[config.mk]
export PLATFORM = sky130hd
export DESIGN_NAME = gbp_serial_mod
export DESIGN_NICKNAME = d
export VERILOG_FILES = /design/src/design/gbp_serial_mod.sv
export SDC_FILE = /design/constraint.sdc
export NUM_CORES = 1
export LEC_CHECK = 0
export BUFFER_PORTS_ARGS = -buffer_cell sky130_fd_sc_hd__buf_2
export CAP_MARGIN = 0
export CORE_UTILIZATION = 48
export DETAILED_ROUTE_END_ITERATION = 10
export GPL_ROUTABILITY_DRIVEN = 1
export HOLD_SLACK_MARGIN = 0.03
export PLACE_DENSITY = 0.75
export SKIP_CTS_REPAIR_TIMING = 1
export SYNTH_ARGS = -nofsm -noshare
export SYNTH_HDL_FRONTEND = slang
export SYNTH_SLANG_ARGS = --single-unit
[constraint.sdc]
create_clock -name clk -period 2.35 [get_ports clk]
set_clock_uncertainty 0.15 [all_clocks]
set_input_delay 0.3525 -clock clk [delete_from_list [all_inputs] [get_ports clk]]
set_output_delay 0.3525 -clock clk [all_outputs]
set_load 0.02 [all_outputs]
[src/design/gbp_serial_mod.sv]
// ----------------------------------------------------------------------------
// gbp_serial_mod
// Bit-serial restoring remainder: one dividend bit per cycle while en is high, MSB first.
// ----------------------------------------------------------------------------
`default_nettype none

module gbp_serial_mod #(
  parameter int DIV_W = 11
) (
  input  wire logic             clk,
  input  wire logic             clr,
  input  wire logic             en,
  input  wire logic             bit_in,
  input  wire logic [DIV_W-1:0] divisor,
  output logic      [DIV_W-1:0] rem
);

  logic [DIV_W-1:0] rem_r;
  logic [DIV_W-1:0] rem_nxt;
  logic [DIV_W:0]   trial;
  logic [DIV_W:0]   diff;

  // Remainder stays below the divisor, so one compare and subtract per bit.
  always_comb begin
    trial = {rem_r, bit_in};
    diff  = trial - {1'b0, divisor};
    if (trial >= {1'b0, divisor}) begin
      rem_nxt = diff[DIV_W-1:0];
    end else begin
      rem_nxt = trial[DIV_W-1:0];
    end
  end

  always_ff @(posedge clk) begin
    if (clr) begin
      rem_r <= '0;
    end else if (en) begin
      rem_r <= rem_nxt;
    end
  end

  assign rem = rem_r;

endmodule

`default_nettype wire

==> impl_metrics.csv <==
group,metric,value,unit
drt,wl_met2,1560,µm
global_route,grt_pass1_vias,1150,
yosys,yosysSeqAreaShare,19.9,%
cts,cts.sinks,11,
setup_path,crit_arrival,2.30,ns
drt,routedWlPerCell,14.0,µm
sta,drv_slew,0,
sta,final-hold-violation-count,0,
placement,io_buffers,25,
placement,dp.final_hpwl,2150,µm
yosys,async_flop_share,0,%
yosys,yosysTopAreaCellShare,19.9,%
cells_and_area,nNetsFinal,209,
yosys,yosys_warnings,0,
cts,cts-root-buf,"clkbuf_4",
yosys,synth_nets,164,
cts,htree_levels,1,
yosys,synth-edff-count,0,
power,swShare,40.2,%
drt,route.met3.wl,59,µm
cts,cts_tree,"done",
yosys,netlist-cell-type-count,44,
sta,worst_pin_slew,0.507,ns
cells_and_area,stdcell_count,209,
power,internal_power,0.519,mW
global_route,gr-total-overflow,0,
power,seq_power_share,26.1,%
setup_path,cp-start-kind,"input port",
placement,dp_cells,204,
yosys,synth_top_area_cell,"dfxtp_1",
outcome,status,"finished with violations",
drt,top_layer,"met4",
cells_and_area,largest_reg_flops,11,
yosys,synth_flop_cell,"dfxtp_1",
setup_path,crit_fanout,6,
power,power_frac_comb,57.7,%
cts,cts_max_path_buffers,2,
cts,clk_latency,0.28,ns
power,power.switching,0.349,mW
setup_path,endpoint_kind,"flop",
drt,final_antenna_net_count,0,
cts,path_clk_slew,0.08,ns
floorplan,rows,17,
setup_path,required,2.35,ns
sta,period_minus_slack,2.30,ns
floorplan,initial_core_util,50.4,%
yosys,syn-cell-area,1100,µm²
drt,drc,3,
drt,met1_length,1280,µm
placement,dp_slack,-0.294,ns
yosys,syn-mean-instance-area,8.06,µm²
cells_and_area,diodes,0,
drt,vias,1185,
placement,place_congestion,0.926,
power,power_leakage,0.699,nW
power,pwr_density_cell,581,nW/µm²
global_route,grt_max_degree,25,
cts,cts_buffers,3,
setup_path,worstSetupPathType,"input port to flop",
yosys,synth_area_leaders,"dfxtp_1 20%, ha_1 12%, nor2_1 5.8%",
cells_and_area,drive_above_1_share,35.4,%
sta,setup_violations,0,
yosys,ys_ff_latch,11,
sta,slew_headroom,66.1,%
drt,dr.pass1.iters,7,
sta,fin_ws,0.0505,ns
global_route,grt_pass1_wl,4880,µm
setup_path,reg2reg_slack,0.10,ns
sta,period_share,97.9,%
drt,wl,2930,µm
worst_hold_path,hold_path_class,"input port to flop",
worst_hold_path,timing.hold.worst_path_depth,2,
cells_and_area,area_delta_synth_final,35.3,%
floorplan,dieArea,2500,µm²
floorplan,coreArea,2190,µm²
global_route,grt_antenna_before_repair,0,
floorplan,io_pins,26,
floorplan,die_y,50.0,µm
floorplan,die_width,50.0,µm
power,vdd_ir_drop_max,0.468,mV
outcome,violations,"DRC",
yosys,netlist_instances,137,
drt,drtIter0Drc,31,
global_route,grt_use_total,25.0,%
drt,vias_per_cell,5.67,
sta,max_freq,435,MHz
power,clkPwrFrac,16.1,%
run,cap_violations,0,
setup_path,r2r_cells,8,
==> worst max-delay path, stage by stage <==
cell and delay [ns]:
clkbuf_4 0.15, inv_12 0.03, ha_4 0.15, fa_2 0.38, nand2b_4 0.15, o2bb2ai_4 0.13
a211o_1 0.31, o211ai_4 0.15, buf_6 0.17, mux2i_2 0.21, a211oi_1 0.09
==> power by group through the flow <==
stage | clock [mW] | sequential, mW | combinational (mW)
final | 0.140 | 0.227 | 0.502
after global routing | 0.155 | 0.230 | 0.546
after CTS | 0.141 | 0.227 | 0.466
after detailed placement | 0 | 0.231 | 0.463
after global placement | 0 | 0.230 | 0.449
after floorplan | 0 | 0.253 | 0.287
==> cells by family after synthesis <==
group	share of synthesized area, %
flops	19.9
fa+ha+maj	14.3
simple gates	23.9
compound gates	22.5
mux	6.79
buf+inv	7.81
xor+xnor	4.76
==> cells in the mapped netlist (all sizes together), types with 3 or more instances <==
| cell type | count |
|---|---|
| nor2 | 17 |
| inv | 13 |
| dfxtp | 11 |
| ha | 11 |
| a211oi | 7 |
| a21oi | 6 |
| mux2i | 6 |
| nand2 | 6 |
| nand3 | 4 |
| nor2b | 4 |
| o21ai | 4 |
| xnor2 | 4 |
| nor3 | 3 |
==> metal layers <==
metal  track usage (%)  vias up
li1                  -      588
met1              29.8      573
met2              44.1       21
met3              3.40        3
met4              11.0        0
met5                 0        -
==> through the flow <==
stage	instance area [µm²]	utilization [%]	power [mW]	setup TNS, ns	hold WS (ns)
5_1_grt	1500	68.2	0.932	-0.0433	0.290
3_5_place_dp	1430	65.1	0.694	-2.60	0.365
4_1_cts	1450	66.3	0.833	0	0.270
6_report	1500	68.2	0.869	0	0.276
2_1_floorplan	1160	-	0.540	-0.0122	0.428
3_3_place_gp	1430	65.1	0.680	-2.01	0.353
==> area by class of cell <==
class,count,area (µm²)
clock buffer,4,26.3
tap,28,35.0
timing repair buffer,45,285
sequential,11,221
fill,194,696
multi-input combinational,108,866
inverter,13,61.3
==> cells in the final DEF, fill, tap and decap left out, drive strengths merged, types with 3 or more instances in the layout <==
| cell | n |
|---|---|
| buf | 44 |
| nor2 | 17 |
| inv | 13 |
| dfxtp | 11 |
| ha | 11 |
| a211oi | 7 |
| nand2 | 6 |
| a21oi | 6 |
| mux2i | 6 |
| clkbuf | 5 |
| nor2b | 4 |
| xnor2 | 4 |
| nand3 | 4 |
| o21ai | 4 |
| nor3 | 3 |
==> worst paths after layout <==
path | startpoint | end
worst min register to register | rem[9] | rem[9]
worst max register to register | rem[0] | rem[7]
worst max-delay path | bit_in | rem[3]
worst min-delay path | clr | rem[0]
(Power assumes the default switching activity.)
